$ cat src/lbrf_pkg.sv
// ----------------------------------------------------------------------------
// lbrf_pkg
// Shared constants, command and status codes and word types for the
// length-prefixed byte ring fifo.
// ----------------------------------------------------------------------------
package lbrf_pkg;

  // default sizes
  localparam int unsigned RING_BYTES_DEF   = 1024;
  localparam int unsigned HEADER_BYTES_DEF = 2;
  localparam int unsigned MAX_READ_DEF     = 64;

  // fixed field widths
  localparam int unsigned CMD_W   = 3;
  localparam int unsigned LEN_W   = 10;
  localparam int unsigned BYTE_W  = 8;
  localparam int unsigned LIM_W   = 7;
  localparam int unsigned STAT_W  = 2;
  localparam int unsigned FREE_W  = 11;
  localparam int unsigned S_DATA_W = 32;
  localparam int unsigned M_DATA_W = 32;

  // command codes
  localparam logic [CMD_W-1:0] CMD_BEGIN = 3'd0;
  localparam logic [CMD_W-1:0] CMD_DATA  = 3'd1;
  localparam logic [CMD_W-1:0] CMD_DEQ   = 3'd2;
  localparam logic [CMD_W-1:0] CMD_PEEK  = 3'd3;
  localparam logic [CMD_W-1:0] CMD_CLEAR = 3'd4;

  // status codes
  localparam logic [STAT_W-1:0] STATUS_OK      = 2'd0;
  localparam logic [STAT_W-1:0] STATUS_EMPTY   = 2'd1;
  localparam logic [STAT_W-1:0] STATUS_NOSPACE = 2'd2;
  localparam logic [STAT_W-1:0] STATUS_SEQ     = 2'd3;

  // one input word
  typedef struct packed {
    logic [CMD_W-1:0]  cmd;
    logic [LEN_W-1:0]  elem_len;
    logic [BYTE_W-1:0] data_in;
    logic [LIM_W-1:0]  read_limit;
  } in_item_t;

  // one result word
  typedef struct packed {
    logic [STAT_W-1:0] status;
    logic [BYTE_W-1:0] data_out;
    logic              data_valid;
    logic              last;
    logic [FREE_W-1:0] free_bytes;
    logic [LEN_W-1:0]  front_len;
  } result_t;

endpackage

$ cat src/lbrf_out_reg.sv
// ----------------------------------------------------------------------------
// lbrf_out_reg
// Output register for result words; decouples the sequencer from the
// downstream ready.
// ----------------------------------------------------------------------------
module lbrf_out_reg (
  input  logic              clk_i,
  input  logic              rst_ni,
  input  logic              load_i,
  input  lbrf_pkg::result_t res_i,
  output logic              can_load_o,
  output logic              valid_o,
  input  logic              ready_i,
  output lbrf_pkg::result_t res_o
);

  logic              valid_q, valid_d;
  lbrf_pkg::result_t res_q;

  assign can_load_o = !valid_q || ready_i;

  // valid flag
  always_comb begin
    valid_d = valid_q;
    if (load_i) begin
      valid_d = 1'b1;
    end else if (ready_i) begin
      valid_d = 1'b0;
    end
  end

  always_ff @(posedge clk_i or negedge rst_ni) begin
    if (!rst_ni) begin
      valid_q <= 1'b0;
    end else begin
      valid_q <= valid_d;
    end
  end

  // payload
  always_ff @(posedge clk_i) begin
    if (load_i) begin
      res_q <= res_i;
    end
  end

  assign valid_o = valid_q;
  assign res_o   = res_q;

endmodule

$ cat config.mk
export PLATFORM = sky130hd
export DESIGN_NAME = lbrf_out_reg
export DESIGN_NICKNAME = d
export VERILOG_FILES = /design/src/lbrf_pkg.sv /design/src/lbrf_out_reg.sv
export SDC_FILE = /design/constraint.sdc
export NUM_CORES = 1
export LEC_CHECK = 0
export ABC_AREA = 1
export BUFFER_PORTS_ARGS = -buffer_cell sky130_fd_sc_hd__buf_2
export CORE_MARGIN = 3
export CORE_UTILIZATION = 42
export CTS_CLUSTER_DIAMETER = 120
export DETAILED_ROUTE_END_ITERATION = 8
export PLACE_DENSITY = 0.82
export SLEW_MARGIN = 20
export SYNTH_ARGS = -nofsm -noshare
export SYNTH_HDL_FRONTEND = slang
export SYNTH_SLANG_ARGS = --single-unit
$ cat constraint.sdc
create_clock -name clk_i -period 1 [get_ports clk_i]
set_input_delay 0.05 -clock clk_i [delete_from_list [all_inputs] [get_ports clk_i]]
set_output_delay 0.05 -clock clk_i [all_outputs]
set_load 0.01 [all_outputs]
==> results.cfg <==
[run_status]
outcome = completed

[logic_synthesis]
synthArstFlopShare = 0.0294
yosysUniqueCellTypes = 4
ys_seq_area_frac = 0.981
synth_edf_count = 33
synth_area_leaders = edfxtp_1 (96%), dfrtp_1 (2.4%), nand2_2 (1.2%)
synth_seq_cells = 34
yosysWarnings = 0
synthCells = 38
synthMostInstantiatedCell = edfxtp_1
synth_area_mm2 = 0.00104
synth_nets = 75
avgSynthCellArea_um2 = 27.3
synth_common_cells = edfxtp_1 (33), inv_1 (2), nand2_2 (2)
synth-main-ff-cell = edfxtp_1
yosysTopAreaCell = edfxtp_1
synth_top_area_frac = 0.957

[worst_setup_path]
path_cells = nand2_2 > buf_6
critPathMaxStageDelay_ps = 410
r2r-start = valid_o
cp_top_family = flip-flops
crit_type = register to output pin
critical_path_cell_count = 2
cp_max_fo = 2
r2r_end = valid_o
r2r_cells = 3
slowest_stage = dfrtp_1
startpoint = valid_o
cp-endpoint = can_load_o
r2r_setup_slack_ps = 240
cp-start-kind = register
worst_ep_required_time_ps = 950
path_buf_inv = 1
crit_path_end_kind = output pin
worstPathArrival_ps = 940

[sta]
setup-violations-final = 0
fin_crit_sh = 0.988
min_period_ps = 988
fmax_mhz = 1010
slew_headroom = 0.884
slew_violations = 0
fin_worst_skew_ps = 0
grt_setup_unrepaired = yes
hold_violations = 0
worstMarginPinSlew_ps = 174

[pwr]
peakVddDrop_mv = 1.30
switching_power_w = 0.000622
p_leak_nw = 0.820
combinationalPowerShare = 0.140
switching_share = 0.216
powerDensity_mw_per_mm2 = 1550
clock_power_share = 0.265
intPower_w = 0.00225
seqPwrFrac = 0.596

[die]
rows = 17
start_util = 0.455
coreArea_mm2 = 0.00228
dieArea_mm2 = 0.00310
boundaryPins = 72
die_h_um = 55.7
die_w_um = 55.7

[detailed_routing]
first_pass_iters = 4
drt_iter0_drc = 14
ant_nets = 0
post-route-drc-count = 0
viasPerCell = 4.44
post_drt_wl_per_cell_um = 15.9
drt-total-wl_um = 2880
via_count = 804

[placed_design]
place_area_mm2 = 0.00145
place_congestion = 0.663
io_buffer_count = 71
dpl.cell_count = 138

[grt]
grt_pass1_wl_um = 4470
use_met1 = 0.217
busiest_layer = met2
grtUsageMet3 = 0.123
antenna_found_initial = 0
grt_max_degree = 35
use_met2 = 0.314
track_usage = 0.205
first_global_vias = 906
overflow = 0

[clock_network]
cts_buffers = 5
clkSinkCount = 34
cts.clk_slew.worst_paths_ps = 90
root_buffer = clkbuf_4
cts_tree = built
cts_buffer_depth = 2
htree_levels = 2
clock_latency_ps = 330

[final_layout]
stdcell_area_mm2 = 0.00186
multi_input_area_um2 = 12.5
final_util = 0.817
regArea_mm2 = 0.00102
areaGrowthSynthToFinish_pct = 79.5
fillers = 117
layout.nets = 189
drive_above_1_share = 0.529
final_cells = 181
num_antenna_cells = 0

[min_path]
hp-class = input port to asynchronous set/reset pin

[job]
maxCapViolations = 0
[sequential cells by signal, summed over array words and instances, names as in the netlist]
signal and flops:
valid_o 1, res_o 33
[through the flow]
| stage | power (W) | setup slack (ps) | hold WS [ps] | TNS [ps] |
|---|---|---|---|---|
| after detailed placement | 0.00202 | 329 | -171 | 0 |
| after CTS | 0.00286 | 3.61 | -15.3 | 0 |
| after global routing | 0.00302 | -40.4 | 3.63 | -42.7 |
| after floorplan | 0.00182 | 327 | -246 | 0 |
| after global placement | 0.00201 | 338 | -175 | 0 |
| final | 0.00288 | 11.7 | 24.2 | 0 |
[power groups by stage]
stage                     clock, W  sequential, W  combinational [W]
final                     0.000761        0.00171           0.000402
after global routing      0.000866        0.00172           0.000434
after CTS                 0.000766        0.00171           0.000387
after detailed placement         0        0.00174           0.000282
after global placement           0        0.00174           0.000275
after floorplan                  0        0.00181         0.00000785
[worst min path at each step]
| stage | start | end | slack [ps] | depth (start not counted) |
|---|---|---|---|---|
| global route | rst_ni | valid_o | 4 | 2 |
| CTS | ready_i | valid_o | -20 | 4 |
| floorplan | rst_ni | valid_o | -250 | 0 |
| detailed placement | rst_ni | valid_o | -170 | 1 |
| global placement | rst_ni | valid_o | -180 | 1 |
| finish | rst_ni | valid_o | 20 | 2 |
[worst reg2reg max path, stage by stage (launching register included)]
cell and delay (ps):
dfrtp_1 410, nand2_2 90, buf_4 110, nand2_2 40
[what timing repair did]
item,CTS,global route
setup endpoints to repair,1,2
pin swaps,0,1
setup buffers,0,1
hold endpoints to repair,35,0
hold buffers,34,0
resized for setup,1,0
[cell families after synthesis]
family | after synthesis | synth area share
DFF | 34 | 0.981
and+or+nand+nor | 2 | 0.0121
buffers and inverters | 2 | 0.00725
[cell usage in the layout (no fill, tap or decap), drive strengths merged]
master       count
buf             73
dlygate4sd3     34
edfxtp          33
clkbuf           8
inv              2
nand2            2
dfrtp            1
[area by class of cell]
| type | count | share of cell area |
|---|---|---|
| sequential | 34 | 0.546 |
| multi-input combinational | 2 | 0.00673 |
| timing repair buffer | 107 | 0.392 |
| clock buffer | 8 | 0.0316 |
| tap | 28 | 0.0188 |
| inverter | 2 | 0.00404 |
[per-layer routing]
| metal | share of wire | wire length [um] |
|---|---|---|
| met1 | 0.35 | 998 |
| met4 | 0.032 | 92 |
| met5 | 0 | 0 |
| met3 | 0.14 | 403 |
| met2 | 0.48 | 1390 |
Power figures use the tool's default switching activity.
