## src/lbrf_pkg.sv

```systemverilog
// ----------------------------------------------------------------------------
// lbrf_pkg
// Shared constants, command and status codes and word types for the
// length-prefixed byte ring fifo.
// ----------------------------------------------------------------------------
package lbrf_pkg;

  // default sizes
  localparam int unsigned RING_BYTES_DEF   = 1024;
  localparam int unsigned HEADER_BYTES_DEF = 2;
  localparam int unsigned MAX_READ_DEF     = 64;

  // fixed field widths
  localparam int unsigned CMD_W   = 3;
  localparam int unsigned LEN_W   = 10;
  localparam int unsigned BYTE_W  = 8;
  localparam int unsigned LIM_W   = 7;
  localparam int unsigned STAT_W  = 2;
  localparam int unsigned FREE_W  = 11;
  localparam int unsigned S_DATA_W = 32;
  localparam int unsigned M_DATA_W = 32;

  // command codes
  localparam logic [CMD_W-1:0] CMD_BEGIN = 3'd0;
  localparam logic [CMD_W-1:0] CMD_DATA  = 3'd1;
  localparam logic [CMD_W-1:0] CMD_DEQ   = 3'd2;
  localparam logic [CMD_W-1:0] CMD_PEEK  = 3'd3;
  localparam logic [CMD_W-1:0] CMD_CLEAR = 3'd4;

  // status codes
  localparam logic [STAT_W-1:0] STATUS_OK      = 2'd0;
  localparam logic [STAT_W-1:0] STATUS_EMPTY   = 2'd1;
  localparam logic [STAT_W-1:0] STATUS_NOSPACE = 2'd2;
  localparam logic [STAT_W-1:0] STATUS_SEQ     = 2'd3;

  // one input word
  typedef struct packed {
    logic [CMD_W-1:0]  cmd;
    logic [LEN_W-1:0]  elem_len;
    logic [BYTE_W-1:0] data_in;
    logic [LIM_W-1:0]  read_limit;
  } in_item_t;

  // one result word
  typedef struct packed {
    logic [STAT_W-1:0] status;
    logic [BYTE_W-1:0] data_out;
    logic              data_valid;
    logic              last;
    logic [FREE_W-1:0] free_bytes;
    logic [LEN_W-1:0]  front_len;
  } result_t;

endpackage

```

## src/lbrf_ctrl.sv

```systemverilog
// ----------------------------------------------------------------------------
// lbrf_ctrl
// Command sequencer: keeps the ring pointers, space count and front length,
// writes headers and data bytes, and walks the ring for dequeue and peek.
// ----------------------------------------------------------------------------
module lbrf_ctrl #(
  parameter int unsigned RING_BYTES   = lbrf_pkg::RING_BYTES_DEF,
  parameter int unsigned HEADER_BYTES = lbrf_pkg::HEADER_BYTES_DEF,
  parameter int unsigned MAX_READ     = lbrf_pkg::MAX_READ_DEF,
  parameter int unsigned AW           = $clog2(RING_BYTES)
) (
  input  logic                        clk_i,
  input  logic                        rst_ni,
  // input side
  input  logic                        in_valid_i,
  output logic                        in_ready_o,
  input  lbrf_pkg::in_item_t          item_i,
  // result side
  input  logic                        can_load_i,
  output logic                        load_o,
  output lbrf_pkg::result_t           res_o,
  // ring memory
  output logic                        mem_we_o,
  output logic [AW-1:0]               mem_waddr_o,
  output logic [lbrf_pkg::BYTE_W-1:0] mem_wdata_o,
  output logic                        mem_re_o,
  output logic [AW-1:0]               mem_raddr_o,
  input  logic [lbrf_pkg::BYTE_W-1:0] mem_rdata_i
);

  localparam int unsigned LEN_W = lbrf_pkg::LEN_W;
  localparam int unsigned LIM_W = lbrf_pkg::LIM_W;
  localparam int unsigned SPW   = $clog2(RING_BYTES + 1);
  localparam int unsigned HW    = 8 * HEADER_BYTES;
  localparam int unsigned HCW   = (HEADER_BYTES > 1) ? $clog2(HEADER_BYTES) : 1;
  localparam int unsigned SUMW  = ((SPW > LEN_W) ? SPW : LEN_W) + 2;

  typedef enum logic [6:0] {
    ST_IDLE   = 7'b0000001,
    ST_WR_HDR = 7'b0000010,
    ST_HDR_RD = 7'b0000100,
    ST_HDR_CP = 7'b0001000,
    ST_DAT_RD = 7'b0010000,
    ST_DAT_OT = 7'b0100000,
    ST_RESP   = 7'b1000000
  } state_e;

  state_e                      state_q, state_d;
  logic [AW-1:0]               rd_ptr_q, rd_ptr_d;
  logic [AW-1:0]               wr_ptr_q, wr_ptr_d;
  logic [SPW-1:0]              space_q, space_d;
  logic [LEN_W-1:0]            pend_q, pend_d;
  logic [LEN_W-1:0]            front_q, front_d;
  logic [LEN_W-1:0]            len_q, len_d;
  logic [HCW-1:0]              hcnt_q, hcnt_d;
  logic [HW-1:0]               hacc_q, hacc_d;
  logic [AW-1:0]               hptr_q, hptr_d;
  logic [AW-1:0]               daddr_q, daddr_d;
  logic [LIM_W-1:0]            n_q, n_d;
  logic [LIM_W-1:0]            cnt_q, cnt_d;
  logic [lbrf_pkg::STAT_W-1:0] status_q, status_d;

  logic                        accept;
  logic                        empty;
  logic [SUMW-1:0]             need;
  logic [HW+LEN_W-1:0]         len_wide;
  logic                        too_big;
  logic                        fit_fail;
  logic [LIM_W-1:0]            lim_sat;
  logic [LIM_W-1:0]            n_calc;
  logic [AW-1:0]               rp_data;
  logic [AW-1:0]               rp_next;
  logic [SUMW-1:0]             space_rel;
  logic [SPW-1:0]              space_sat;
  logic [HW+LEN_W-1:0]         hdr_wide;
  logic [HW+LEN_W-1:0]         hacc_wide;
  logic                        hcnt_last;

  // pointer step with wrap
  function automatic logic [AW-1:0] ptr_inc(input logic [AW-1:0] p);
    return (p == AW'(RING_BYTES - 1)) ? '0 : p + 1'b1;
  endfunction

  // reduce a sum known to stay below twice the ring size
  function automatic logic [AW-1:0] ring_wrap(input logic [SUMW-1:0] s);
    return (s >= SUMW'(RING_BYTES)) ? AW'(s - SUMW'(RING_BYTES)) : AW'(s);
  endfunction

  assign accept     = in_valid_i && in_ready_o;
  assign in_ready_o = (state_q == ST_IDLE);
  assign empty      = (space_q == SPW'(RING_BYTES));

  // enqueue admission
  assign need     = SUMW'(item_i.elem_len) + SUMW'(HEADER_BYTES);
  assign len_wide = {{HW{1'b0}}, item_i.elem_len};
  assign too_big  = |(len_wide >> HW);
  assign fit_fail = (need > SUMW'(space_q)) || too_big;

  // read length for dequeue and peek
  assign lim_sat = (item_i.read_limit > LIM_W'(MAX_READ)) ? LIM_W'(MAX_READ)
                                                          : item_i.read_limit;
  assign n_calc  = (front_q < LEN_W'(lim_sat)) ? LIM_W'(front_q) : lim_sat;

  // addresses and space after a dequeue
  assign rp_data   = ring_wrap(SUMW'(rd_ptr_q) + SUMW'(HEADER_BYTES));
  assign rp_next   = ring_wrap(SUMW'(rp_data) + SUMW'(front_q));
  assign space_rel = SUMW'(space_q) + SUMW'(front_q) + SUMW'(HEADER_BYTES);
  assign space_sat = (space_rel > SUMW'(RING_BYTES)) ? SPW'(RING_BYTES)
                                                     : SPW'(space_rel);

  // header bytes, little endian
  assign hdr_wide  = {{HW{1'b0}}, len_q};
  assign hcnt_last = (hcnt_q == HCW'(HEADER_BYTES - 1));

  always_comb begin
    hacc_d = hacc_q;
    if (state_q == ST_HDR_CP) begin
      hacc_d[hcnt_q*8 +: 8] = mem_rdata_i;
    end
  end

  assign hacc_wide = {{LEN_W{1'b0}}, hacc_d};

  // sequencer
  always_comb begin
    state_d     = state_q;
    rd_ptr_d    = rd_ptr_q;
    wr_ptr_d    = wr_ptr_q;
    space_d     = space_q;
    pend_d      = pend_q;
    front_d     = front_q;
    len_d       = len_q;
    hcnt_d      = hcnt_q;
    hptr_d      = hptr_q;
    daddr_d     = daddr_q;
    n_d         = n_q;
    cnt_d       = cnt_q;
    status_d    = status_q;
    mem_we_o    = 1'b0;
    mem_wdata_o = item_i.data_in;
    mem_re_o    = 1'b0;
    mem_raddr_o = daddr_q;
    load_o      = 1'b0;
    res_o.status     = status_q;
    res_o.data_out   = '0;
    res_o.data_valid = 1'b0;
    res_o.last       = 1'b1;
    res_o.free_bytes = lbrf_pkg::FREE_W'(space_q);
    res_o.front_len  = front_q;

    unique case (state_q)
      ST_IDLE: begin
        if (accept) begin
          status_d = lbrf_pkg::STATUS_OK;
          state_d  = ST_RESP;
          unique case (item_i.cmd)
            lbrf_pkg::CMD_BEGIN: begin
              if (pend_q != '0) begin
                status_d = lbrf_pkg::STATUS_SEQ;
              end else if (fit_fail) begin
                status_d = lbrf_pkg::STATUS_NOSPACE;
              end else begin
                space_d = SPW'(SUMW'(space_q) - need);
                pend_d  = item_i.elem_len;
                len_d   = item_i.elem_len;
                hcnt_d  = '0;
                if (empty) begin
                  front_d = item_i.elem_len;
                end
                state_d = ST_WR_HDR;
              end
            end
            lbrf_pkg::CMD_DATA: begin
              if (pend_q == '0) begin
                status_d = lbrf_pkg::STATUS_SEQ;
              end else begin
                mem_we_o = 1'b1;
                wr_ptr_d = ptr_inc(wr_ptr_q);
                pend_d   = pend_q - 1'b1;
              end
            end
            lbrf_pkg::CMD_DEQ, lbrf_pkg::CMD_PEEK: begin
              if (pend_q != '0) begin
                status_d = lbrf_pkg::STATUS_SEQ;
              end else if (empty) begin
                status_d = lbrf_pkg::STATUS_EMPTY;
              end else begin
                n_d     = n_calc;
                cnt_d   = '0;
                daddr_d = rp_data;
                if (n_calc != '0) begin
                  state_d = ST_DAT_RD;
                end
                if (item_i.cmd == lbrf_pkg::CMD_DEQ) begin
                  rd_ptr_d = rp_next;
                  space_d  = space_sat;
                  if (space_sat == SPW'(RING_BYTES)) begin
                    front_d = '0;
                  end else begin
                    // fetch the next front header first
                    hptr_d  = rp_next;
                    hcnt_d  = '0;
                    state_d = ST_HDR_RD;
                  end
                end
              end
            end
            lbrf_pkg::CMD_CLEAR: begin
              rd_ptr_d = '0;
              wr_ptr_d = '0;
              space_d  = SPW'(RING_BYTES);
              pend_d   = '0;
              front_d  = '0;
            end
            default: begin
            end
          endcase
        end
      end
      ST_WR_HDR: begin
        mem_we_o    = 1'b1;
        mem_wdata_o = hdr_wide[hcnt_q*8 +: 8];
        wr_ptr_d    = ptr_inc(wr_ptr_q);
        if (hcnt_last) begin
          hcnt_d  = '0;
          state_d = ST_RESP;
        end else begin
          hcnt_d = hcnt_q + 1'b1;
        end
      end
      ST_HDR_RD: begin
        mem_re_o    = 1'b1;
        mem_raddr_o = hptr_q;
        hptr_d      = ptr_inc(hptr_q);
        state_d     = ST_HDR_CP;
      end
      ST_HDR_CP: begin
        if (hcnt_last) begin
          hcnt_d  = '0;
          front_d = hacc_wide[LEN_W-1:0];
          state_d = (n_q == '0) ? ST_RESP : ST_DAT_RD;
        end else begin
          hcnt_d  = hcnt_q + 1'b1;
          state_d = ST_HDR_RD;
        end
      end
      ST_DAT_RD: begin
        mem_re_o    = 1'b1;
        mem_raddr_o = daddr_q;
        daddr_d     = ptr_inc(daddr_q);
        state_d     = ST_DAT_OT;
      end
      ST_DAT_OT: begin
        res_o.data_out   = mem_rdata_i;
        res_o.data_valid = 1'b1;
        res_o.last       = (cnt_q == n_q - 1'b1);
        if (can_load_i) begin
          load_o  = 1'b1;
          cnt_d   = cnt_q + 1'b1;
          state_d = (cnt_q == n_q - 1'b1) ? ST_IDLE : ST_DAT_RD;
        end
      end
      ST_RESP: begin
        if (can_load_i) begin
          load_o  = 1'b1;
          state_d = ST_IDLE;
        end
      end
      default: begin
        state_d = ST_IDLE;
      end
    endcase
  end

  assign mem_waddr_o = wr_ptr_q;

  // control state
  always_ff @(posedge clk_i or negedge rst_ni) begin
    if (!rst_ni) begin
      state_q  <= ST_IDLE;
      rd_ptr_q <= '0;
      wr_ptr_q <= '0;
      space_q  <= SPW'(RING_BYTES);
      pend_q   <= '0;
      front_q  <= '0;
      hcnt_q   <= '0;
      n_q      <= '0;
      cnt_q    <= '0;
      status_q <= lbrf_pkg::STATUS_OK;
    end else begin
      state_q  <= state_d;
      rd_ptr_q <= rd_ptr_d;
      wr_ptr_q <= wr_ptr_d;
      space_q  <= space_d;
      pend_q   <= pend_d;
      front_q  <= front_d;
      hcnt_q   <= hcnt_d;
      n_q      <= n_d;
      cnt_q    <= cnt_d;
      status_q <= status_d;
    end
  end

  // working registers
  always_ff @(posedge clk_i) begin
    len_q   <= len_d;
    hacc_q  <= hacc_d;
    hptr_q  <= hptr_d;
    daddr_q <= daddr_d;
  end

endmodule

```

## config.mk

```make
export PLATFORM = sky130hd
export DESIGN_NAME = lbrf_ctrl
export DESIGN_NICKNAME = d
export VERILOG_FILES = /design/src/lbrf_pkg.sv /design/src/lbrf_ctrl.sv
export SDC_FILE = /design/constraint.sdc
export NUM_CORES = 1
export LEC_CHECK = 0
export ABC_AREA = 1
export BUFFER_PORTS_ARGS = -buffer_cell sky130_fd_sc_hd__clkbuf_2
export CAP_MARGIN = 0
export CELL_PAD_IN_SITES_DETAIL_PLACEMENT = 1
export CELL_PAD_IN_SITES_GLOBAL_PLACEMENT = 2
export CORE_MARGIN = 10
export CORE_UTILIZATION = 37
export CTS_CLUSTER_SIZE = 8
export DETAILED_ROUTE_END_ITERATION = 7
export GPL_ROUTABILITY_DRIVEN = 0
export GPL_TIMING_DRIVEN = 0
export PLACE_DENSITY = 0.88
export SYNTH_ARGS = -nofsm -noshare
export SYNTH_HDL_FRONTEND = slang
export SYNTH_SLANG_ARGS = --single-unit
```

## constraint.sdc

```tcl
create_clock -name clk_i -period 7.45 [get_ports clk_i]
set_input_delay 1.8625 -clock clk_i [delete_from_list [all_inputs] [get_ports clk_i]]
set_output_delay 1.8625 -clock clk_i [all_outputs]
set_load 0.01 [all_outputs]
```

==> flow_metrics.py, run 1 <==
metrics = {
    "sta": {
        "period_needed_ns": 5.15,
        "fin_crit_sh_pct": 69.1,
        "slew_violations": 0,
        "setup_violations": 0,
        "fin_ws_ns": 2.30,
        "clock_skew_ns": 0.0116,
        "max_freq_ghz": 0.194,
        "hold_ws_ns": 0.467,
        "tightest_slew_ns": 0.917,
        "rsz0062_at_grt": "no",
        "hold_viol": 0,
        "relSlewSlack_pct": 38.7,
        "tns_ns": 0,
    },
    "yosys": {
        "yosys.area.top_type": "dfrtp_1",
        "synth_edf_count": 30,
        "synth_warnings": 0,
        "synth_cells": 1200,
        "synth_area_leaders": "dfrtp_1 (21%), nand2_1 (12%), edfxtp_1 (10%), ha_1 (7.7%), inv_1 (7.3%)",
        "syn_area_sq_um": 8730,
        "yosysUniqueCellTypes": 55,
        "yosysSeqAreaShare_pct": 34.1,
        "syn_nets": 1297,
        "async_flop_share_pct": 65.2,
        "syn_area_per_cell_sq_um": 7.28,
        "yosysTopAreaCellShare_pct": 20.9,
        "synth_flop_cell": "dfrtp_1",
        "synth_seq_cells": 115,
    },
    "power": {
        "vdd_drop_max_mv": 0.228,
        "power.leakage_uw": 0.00508,
        "powerDensity_nw_per_um2": 416,
    },
    "clock_tree": {
        "htreeDepth": 4,
        "clock-root-buffer": "clkbuf_16",
        "clock_path_buffers": 2,
        "clkLatencyLatePin_ns": 0.43,
        "numCtsBuffers": 17,
        "postCtsSetupBuffers": 0,
        "clk_pin_slew_ns": 0.06,
        "cts_hold_buf": 0,
        "cts_tree": "built",
        "ctsResizeCount": 0,
        "cts.sinks": 115,
    },
    "run_status": {
        "status": "finished, final reports clean",
    },
    "die": {
        "io_pins": 105,
        "rows": 56,
        "die_y_um": 174,
        "core_area_sq_um": 23300,
        "initial_core_util_pct": 37.4,
        "dieArea_sq_um": 30100,
        "fp.dieW_um": 174,
    },
    "global_route": {
        "groute.layer.met2.usage_pct": 35.0,
        "grtUsageMet3_pct": 3.20,
        "antenna_found_initial": 0,
        "gr-max-usage-layer": "met2",
        "grt_overflow": 0,
        "track_usage_pct": 19.3,
        "use_met1_pct": 22.9,
        "grt_max_degree": 39,
        "grt_pass1_vias": 8903,
        "grt_pass1_wl_um": 47300,
    },
    "route": {
        "via_per_inst": 5.10,
        "drtAntennaViolNets": 0,
        "wire_per_inst_um": 17.7,
        "drc": 0,
        "vias": 8438,
        "wirelength_um": 29200,
        "drt_iter0_drc": 458,
        "drtPass1Iterations": 4,
    },
    "critical_path": {
        "cp_max_fo": 9,
        "critPathLaunchType": "input port",
        "critPathMaxStageDelay_ns": 0.39,
        "rr_worst_depth": 11,
        "r2r-end": "hptr_q[7]",
        "cp_slowest_cell": "clkinv_1",
        "cp-end-kind": "output pin",
        "crit_top_cell": "clkbuf_2",
        "path_buf_inv": 3,
        "crit_required_ns": 5.59,
        "worst_path_dominant_cell_family": "buffers and inverters",
        "worstPathArrival_ns": 3.29,
        "setup.worst_path.end": "mem_we_o",
        "critPathLaunch": "item_i[27]",
        "r2r_start": "front_q[1]",
        "cp.depth": 5,
        "crit_type": "input port to output pin",
        "path_cells": "clkbuf_2, nor3_4, clkinv_1, o31ai_1, clkbuf_2",
        "ff2ff_setup_slack_ns": 4.04,
    },
    "hold_path": {
        "hp-class": "flip-flop to flip-flop",
    },
    "final_layout": {
        "n_fill_cell": 3018,
        "final_layout_size_suffix_gt1_share_pct": 16.0,
        "nets": 1421,
        "fin_util_pct": 44.1,
        "diodes": 0,
        "synthToLayoutAreaGrowth_pct": 17.9,
        "regArea_sq_um": 2980,
        "multi_input_area_sq_um": 4930,
    },
    "placed_design": {
        "post-place-ws_ns": 2.18,
        "hpwl_um": 23600,
        "io_buffers": 104,
    },
    "run": {
        "max_cap_violations": 0,
    },
}
## synthesized netlist by cell type (4+ instances only)
| library cell | count |
|---|---|
| xor2_1 | 31 |
| nand4_1 | 17 |
| nand3_1 | 77 |
| nand2_2 | 8 |
| o21ai_0 | 97 |
| a21oi_2 | 10 |
| a31oi_1 | 4 |
| ha_1 | 54 |
| nor2_1 | 107 |
| nor2_2 | 14 |
| clkbuf_1 | 13 |
| a22o_1 | 7 |
| dfxtp_1 | 10 |
| o21ai_1 | 21 |
| o22ai_1 | 10 |
| a21oi_1 | 51 |
| o32ai_1 | 5 |
| nand2_1 | 278 |
| o31ai_1 | 6 |
| inv_1 | 169 |
| dfrtp_1 | 73 |
| nand3b_1 | 9 |
| nor3_1 | 11 |
| xnor2_1 | 16 |
| edfxtp_1 | 30 |
| inv_2 | 11 |
| o21ai_2 | 8 |
| o21bai_1 | 4 |
## sequential cells by signal, indices dropped and copies added (netlist names)
register,count
daddr_q,10
front_q,10
status_q,2
space_q,11
pend_q,10
hacc_q,10
mem_waddr_o,10
n_q,7
state_q,7
cnt_q,7
rd_ptr_q,10
hptr_q,10
hcnt_last,1
len_q,10
## power breakdown
group | internal (uW) | switching [uW]
Clock | 550 | 302
Combinational | 812 | 1480
Sequential | 882 | 264
## per-stage QoR
| step | instance area [sq um] | instances | power, uW |
|---|---|---|---|
| floorplan | 8730 | 1200 | 2700 |
| global placement | 9650 | 1623 | 3390 |
| detailed placement | 9680 | 1624 | 3460 |
| CTS | 10300 | 1656 | 4330 |
| global route | 10300 | 1656 | 4690 |
| finish | 10300 | 1656 | 4290 |
## how the worst min path moves through the flow
stage               from   endpoint  slack (ns)  cells after the start
3_5_place_dp   hacc_q[9]  hacc_q[9]        0.45                      2
5_1_grt        hacc_q[4]  hacc_q[4]        0.48                      2
6_report       hacc_q[9]  hacc_q[9]        0.47                      2
3_3_place_gp   hacc_q[5]  hacc_q[5]        0.44                      2
4_1_cts        hacc_q[8]  hacc_q[8]        0.47                      2
2_1_floorplan  hacc_q[0]  hacc_q[0]        0.43                      2
## worst register-to-register path: cells and delay by family, from the launching register on
kind | cells | cell delay [ns]
adder cells (fa/ha/maj) | 3 | 0.81
AO/OA/AOI/OAI | 1 | 0.80
buffers and inverters | 4 | 0.49
flip-flops | 1 | 0.46
AND/OR/NAND/NOR | 3 | 0.46
## routing by layer
metal / vias to the layer above / routed length [um]
met5: - / 0
met4: 0 / 532
met3: 40 / 783
met2: 119 / 14900
met1: 4073 / 13000
li1: 4206 / -
## layout make-up
type / instances / share of cell area (%)
Sequential cell: 115 / 28.9
Inverter: 185 / 6.82
Clock inverter: 7 / 0.899
Clock buffer: 25 / 5.03
Timing Repair Buffer: 105 / 5.27
Buffer: 22 / 1.26
Tap cell: 319 / 3.88
Multi-Input combinational cell: 878 / 47.9
## logic make-up (layout without fill, tap and decap cells)
group	Yosys count	in the layout	share of synthesized area, %
XOR/XNOR	48	48	4.97
AO/OA/AOI/OAI	234	234	15.5
buffers and inverters	207	344	9.53
adder cells (fa/ha/maj)	57	57	8.43
AND/OR/NAND/NOR	539	539	27.4
flip-flops	115	115	34.1
## layout by cell type (no fill, tap or decap), types with 17 or more instances in the layout
| cell | synthesis | routed |
|---|---|---|
| nand2_1 | 278 | 278 |
| inv_1 | 169 | 169 |
| nor2_1 | 107 | 107 |
| clkbuf_2 | 0 | 103 |
| o21ai_0 | 97 | 97 |
| nand3_1 | 77 | 77 |
| dfrtp_1 | 73 | 73 |
| ha_1 | 54 | 54 |
| a21oi_1 | 51 | 51 |
| xor2_1 | 31 | 31 |
| edfxtp_1 | 30 | 30 |
| o21ai_1 | 21 | 21 |
| clkbuf_16 | 0 | 19 |
| nand4_1 | 17 | 17 |
| clkbuf_1 | 13 | 17 |
No activity file was read; power rests on OpenSTA's default activity.
==> run 2, diff against run 1 <==
ABC_AREA = 0   (was 1)
CORE_UTILIZATION = 33   (was 37)
PLACE_DENSITY = 0.79   (was 0.88)
clock period = 4.2 ns   (was 7.45 ns; I/O delays follow)
==> flow_metrics.py, run 2 <==
metrics = {
    "run_status": {
        "status": "finished, final reports clean",
    },
    "critical_path": {
        "cp_max_fo": 8,
        "crit_type": "flip-flop to flip-flop",
        "worstPathArrival_ns": 4.24,
        "r2r-end": "front_q[0]",
        "cp-end-kind": "flip-flop",
        "crit_required_ns": 4.51,
        "r2r_start": "front_q[1]",
        "rr_worst_depth": 14,
        "ff2ff_setup_slack_ns": 0.27,
        "critPathLaunchType": "flip-flop",
    },
    "power": {
        "switching_share_pct": 42.4,
        "p_int_uw": 3650,
        "switchingPower_uw": 2680,
        "vdd_drop_max_mv": 0.355,
        "seq_power_share_pct": 28.8,
        "powerDensity_nw_per_um2": 636,
        "p_clk_share_pct": 24.3,
        "power.leakage_uw": 0.00443,
        "combPwrFrac_pct": 46.9,
    },
    "sta": {
        "max_freq_ghz": 0.254,
        "relSlewSlack_pct": 40.6,
        "tightest_slew_ns": 0.888,
        "clock_skew_ns": 0.0144,
        "fin_ws_ns": 0.270,
        "hold_viol": 0,
        "period_needed_ns": 3.93,
        "fin_crit_sh_pct": 93.6,
        "rsz0062_at_grt": "no",
        "setup_violations": 0,
        "slew_violations": 0,
    },
    "final_layout": {
        "n_fill_cell": 3023,
        "diodes": 0,
        "fin_cells": 1419,
        "final_layout_size_suffix_gt1_share_pct": 17.4,
        "largest_reg_flops": 11,
        "final_cell_mix": "nand2_1 (122), clkbuf_2 (104), o21ai_0 (89)",
        "synthToLayoutAreaGrowth_pct": 19.9,
        "largest-register": "space_q",
        "layout_commonest_cell": "nand2_1",
        "nets": 1173,
    },
    "route": {
        "drt_iter0_drc": 358,
        "drtPass1Iterations": 5,
        "wirelength_um": 29000,
        "drc": 0,
        "via_per_inst": 5.38,
        "drtAntennaViolNets": 0,
        "vias": 7640,
        "wire_per_inst_um": 20.5,
    },
    "die": {
        "dieArea_sq_um": 31900,
        "io_pins": 105,
        "initial_core_util_pct": 33.3,
        "fp.dieW_um": 179,
        "rows": 58,
        "core_area_sq_um": 25000,
        "die_y_um": 179,
    },
    "placed_design": {
        "post-place-ws_ns": -0.424,
        "io_buffers": 104,
        "hpwl_um": 22300,
        "dpl.cell_count": 1383,
    },
    "hold_path": {
        "hold_depth": 1,
        "hp-class": "flip-flop to flip-flop",
        "holdPathEnd": "hacc_q[7]",
        "hp-start": "hacc_q[7]",
    },
    "global_route": {
        "antenna_found_initial": 0,
        "grt_max_degree": 42,
        "grt_pass1_wl_um": 46200,
        "track_usage_pct": 18.6,
        "grt_pass1_vias": 8296,
        "grt_overflow": 0,
    },
    "yosys": {
        "synth_fa_ha_area_share_pct": 8.85,
        "async_flop_share_pct": 65.2,
        "syn_nets": 1044,
        "synth_seq_cells": 115,
        "synth_flop_cell": "dfrtp_1",
        "syn_area_per_cell_sq_um": 8.78,
        "synthTopCellsByCount": "nand2_1 (122), o21ai_0 (89), dfrtp_1 (73)",
        "synth_cells": 947,
        "yosys-mux-area-fraction_pct": 6.76,
        "yosys.area.top_type": "dfrtp_1",
        "synth_warnings": 0,
        "synth_edf_count": 30,
        "synth-compound-area-share_pct": 17.2,
        "synth_area_leaders": "dfrtp_1 (22%), edfxtp_1 (11%), ha_1 (8.1%), nand2_1 (5.5%), o21ai_0 (5.4%)",
        "syn_area_sq_um": 8310,
        "synthXorXnorAreaFrac_pct": 7.27,
        "synth_top_family_by_area": "simple AND/OR/NAND/NOR gates",
        "synthSimpleGateAreaFrac_pct": 20.9,
        "yosysUniqueCellTypes": 70,
        "synth.most_common_cell": "nand2_1",
        "yosysTopAreaCellShare_pct": 22.0,
        "yosysSeqAreaShare_pct": 35.9,
    },
    "clock_tree": {
        "cts_tree": "built",
        "numCtsBuffers": 17,
        "cts_hold_buf": 0,
        "htreeDepth": 4,
        "clock-root-buffer": "clkbuf_16",
        "clkLatencyLatePin_ns": 0.43,
        "clock_path_buffers": 2,
        "cts.sinks": 115,
        "clk_pin_slew_ns": 0.06,
    },
    "run": {
        "max_cap_violations": 0,
    },
}
[run 2: cells by family (layout without fill, tap and decap cells)]
family,count (synthesis),after routing
compound gates,230,230
xor+xnor,69,69
fa+ha+maj,57,57
buf+inv,69,211
flops,115,115
mux,53,53
simple gates,354,354
[run 2: worst max-delay path by stage]
stage	startpoint	to	slack, ns	cells after the start
3_5_place_dp	item_i[16]	front_q[0]	-0.42	13
3_3_place_gp	item_i[16]	front_q[6]	-0.37	13
5_1_grt	front_q[1]	front_q[6]	0.008	14
6_report	front_q[1]	front_q[0]	0.27	14
4_1_cts	front_q[1]	front_q[0]	0.05	14
2_1_floorplan	item_i[16]	front_q[0]	0.46	12
[run 2: what timing repair did]
action,CTS,global route
pin swaps,1,0
resized for setup,0,9
endpoints found under the setup margin,10,40
cloned,0,0
buffers inserted,4,0
[run 2: critical path, cell delays in order (launching register included)]
cell and delay (ns):
dfrtp_1 0.54, inv_1 0.26, ha_1 0.35, inv_1 0.06, ha_1 0.19, inv_1 0.07
fa_1 0.40, nand2b_1 0.20, a21oi_2 0.24, o21ai_1 0.19, a32oi_4 0.41, nor2_1 0.14
a2111oi_4 0.19, buf_4 0.22, mux2_2 0.35
[run 2: final cells by class]
type | instances | area (sq um) | area share [%]
flip-flops and latches | 115 | 2980 | 29.9
clock inverters | 10 | 148 | 1.48
inverters | 43 | 161 | 1.62
clock buffers | 22 | 474 | 4.76
repair buffers | 110 | 591 | 5.93
multi-input cells | 763 | 5090 | 51.1
plain buffers | 26 | 103 | 1.03
well taps | 330 | 413 | 4.14
[run 2: power by group through the flow]
| stage | clock [uW] | sequential (uW) | combinational (uW) |
|---|---|---|---|
| detailed placement | 0 | 1840 | 2920 |
| global route | 1630 | 1850 | 3370 |
| global placement | 0 | 1840 | 2860 |
| finish | 1540 | 1820 | 2970 |
| CTS | 1560 | 1820 | 2960 |
| floorplan | 0 | 1700 | 2080 |
[run 2: metrics by stage]
stage | util (%) | TNS [ns] | hold slack (ns) | power, uW | instance area [sq um]
3_3_place_gp | 37.0 | -5.99 | 0.462 | 4700 | 9240
6_report | 39.9 | 0 | 0.483 | 6340 | 9960
5_1_grt | 39.9 | 0 | 0.506 | 6850 | 9960
4_1_cts | 39.8 | 0 | 0.487 | 6350 | 9940
2_1_floorplan | - | 0 | 0.456 | 3770 | 8310
3_5_place_dp | 37.2 | -8.62 | 0.473 | 4760 | 9290
[run 2: metal layers]
layer  share of wire, %  vias to the layer above  wire length [um]  track usage [%]
li1                   -                     3686                 -                -
met1                 44                     3774             12700             22.2
met2                 51                      152             14700             33.8
met3                3.6                       28              1060             3.39
met4                1.7                        0               482             4.68
met5                  0                        -                 0                0
==> run 3, diff against run 2 <==
CORE_UTILIZATION = 39   (was 33)
PLACE_DENSITY = 0.88   (was 0.79)
clock period = 4.65 ns   (was 4.2 ns; I/O delays follow)
==> flow_metrics.py, run 3 (synthesis gave the netlist of run 2 again) <==
metrics = {
    "final_layout": {
        "multi_input_area_sq_um": 5070,
        "nets": 1171,
        "n_fill_cell": 2555,
        "regArea_sq_um": 2980,
        "largest_reg_flops": 11,
        "fin_cells": 1362,
        "largest-register": "space_q",
        "layout_commonest_cell": "nand2_1",
        "final_cell_mix": "nand2_1 (122), clkbuf_2 (103), o21ai_0 (89)",
        "synthToLayoutAreaGrowth_pct": 18.2,
        "diodes": 0,
        "final_layout_size_suffix_gt1_share_pct": 16.9,
    },
    "global_route": {
        "antenna_found_initial": 0,
        "grt_max_degree": 46,
        "grt_overflow": 0,
        "track_usage_pct": 20.1,
        "grt_pass1_vias": 8024,
        "grt_pass1_wl_um": 45100,
    },
    "sta": {
        "rsz0062_at_grt": "no",
        "period_needed_ns": 4.13,
        "relSlewSlack_pct": 28.9,
        "clock_skew_ns": 0.00979,
        "hold_viol": 0,
        "tns_ns": 0,
        "setup_violations": 0,
        "fin_crit_sh_pct": 88.7,
        "tightest_slew_ns": 1.05,
        "slew_violations": 0,
        "max_freq_ghz": 0.242,
    },
    "critical_path": {
        "cp.depth": 14,
        "crit_type": "flip-flop to flip-flop",
        "cp_max_fo": 6,
        "ff2ff_setup_slack_ns": 0.52,
        "path_cells": "inv_1, ha_1, inv_1, ha_1, inv_1, fa_1, nand2b_1, a21oi_1, o21ai_1, a32oi_2, nor2_1, a2111oi_4, buf_4, mux2_2",
        "rr_worst_depth": 14,
        "cp-end-kind": "flip-flop",
        "worstPathArrival_ns": 4.44,
        "critPathMaxStageDelay_ns": 0.49,
        "worst_path_dominant_cell_family": "compound AO/OA/AOI/OAI gates",
        "path_buf_inv": 4,
        "critPathLaunchType": "flip-flop",
        "cp_slowest_cell": "dfrtp_1",
        "crit_top_cell": "inv_1",
        "crit_required_ns": 4.96,
    },
    "power": {
        "power.leakage_uw": 0.00439,
        "powerDensity_nw_per_um2": 570,
        "vdd_drop_max_mv": 0.290,
    },
    "die": {
        "dieArea_sq_um": 27500,
        "io_pins": 105,
        "fp.dieW_um": 166,
        "initial_core_util_pct": 39.5,
        "core_area_sq_um": 21000,
        "rows": 53,
        "die_y_um": 166,
    },
    "route": {
        "drtPass1Iterations": 5,
        "drt_iter0_drc": 449,
        "drtAntennaViolNets": 0,
        "vias": 7635,
        "wire_per_inst_um": 20.5,
        "drc": 0,
        "via_per_inst": 5.61,
        "wirelength_um": 28000,
    },
    "clock_tree": {
        "clock_path_buffers": 2,
        "htreeDepth": 4,
        "clkLatencyLatePin_ns": 0.43,
        "numCtsBuffers": 17,
        "cts.sinks": 115,
        "clock-root-buffer": "clkbuf_16",
        "clk_pin_slew_ns": 0.06,
        "cts_tree": "built",
        "cts_hold_buf": 0,
    },
    "hold_path": {
        "hp-class": "flip-flop to flip-flop",
        "hold_depth": 1,
    },
    "run": {
        "max_cap_violations": 0,
    },
    "placed_design": {
        "dpl.cell_count": 1328,
        "hpwl_um": 21500,
        "io_buffers": 104,
    },
    "run_status": {
        "status": "finished, final reports clean",
    },
}
## run 3: timing repair
| action | CTS | global route |
|---|---|---|
| setup endpoints to repair | 0 | 8 |
| gates resized for setup | 0 | 0 |
| buffers inserted | 0 | 2 |
## run 3: final timing paths
path,start,end
max,front_q[1],front_q[6]
min,hacc_q[2],hacc_q[2]
max reg2reg,front_q[1],front_q[6]
min reg2reg,hacc_q[2],hacc_q[2]
max in group asynchronous,rst_ni,space_q[10]
min in group asynchronous,rst_ni,cnt_q[4]
## run 3: report_power, final
part	switching [uW]	internal, uW	leakage [uW]
logic	1550	1140	0.00280
registers	334	1260	0.00132
clock network	507	796	0.000269
total	2390	3200	0.00439
## run 3: layer usage
metal / GRT usage, % / part of all wire [%] / vias up
li1: - / - / 3684
met1: 25.0 / 45 / 3791
met2: 34.7 / 50 / 132
met3: 3.55 / 3.6 / 28
met4: 5.59 / 1.5 / 0
met5: 0 / 0 / -
## run 3: area by class of cell
type                    instances  share of cell area [%]
plain buffers                  26                    1.02
clock buffers                  18                    4.47
clock inverters                14                    1.40
inverters                      43                    1.64
multi-input cells             763                    51.7
flip-flops and latches        115                    30.3
well taps                     275                    3.50
repair buffers                108                    5.96
## run 3: per-stage QoR
stage          cell area (sq um)  hold WS [ns]  setup WS, ns  util [%]  power [uW]
6_report                    9820         0.484         0.524      46.7        5600
5_1_grt                     9820         0.505         0.287      46.7        6020
4_1_cts                     9790         0.488         0.131      46.6        5620
3_5_place_dp                9220         0.475       -0.0850      43.8        4270
3_3_place_gp                9180         0.463       -0.0363      43.6        4200
2_1_floorplan               8310         0.456         0.796         -        3410
## run 3: worst reg2reg max path: cells and delay by family (launching register included)
family          cells  cell delay, ns
fa+ha+maj           3            0.94
mux                 1            0.35
flops               1            0.49
compound gates      4            1.30
buf+inv             4            0.59
simple gates        2            0.33
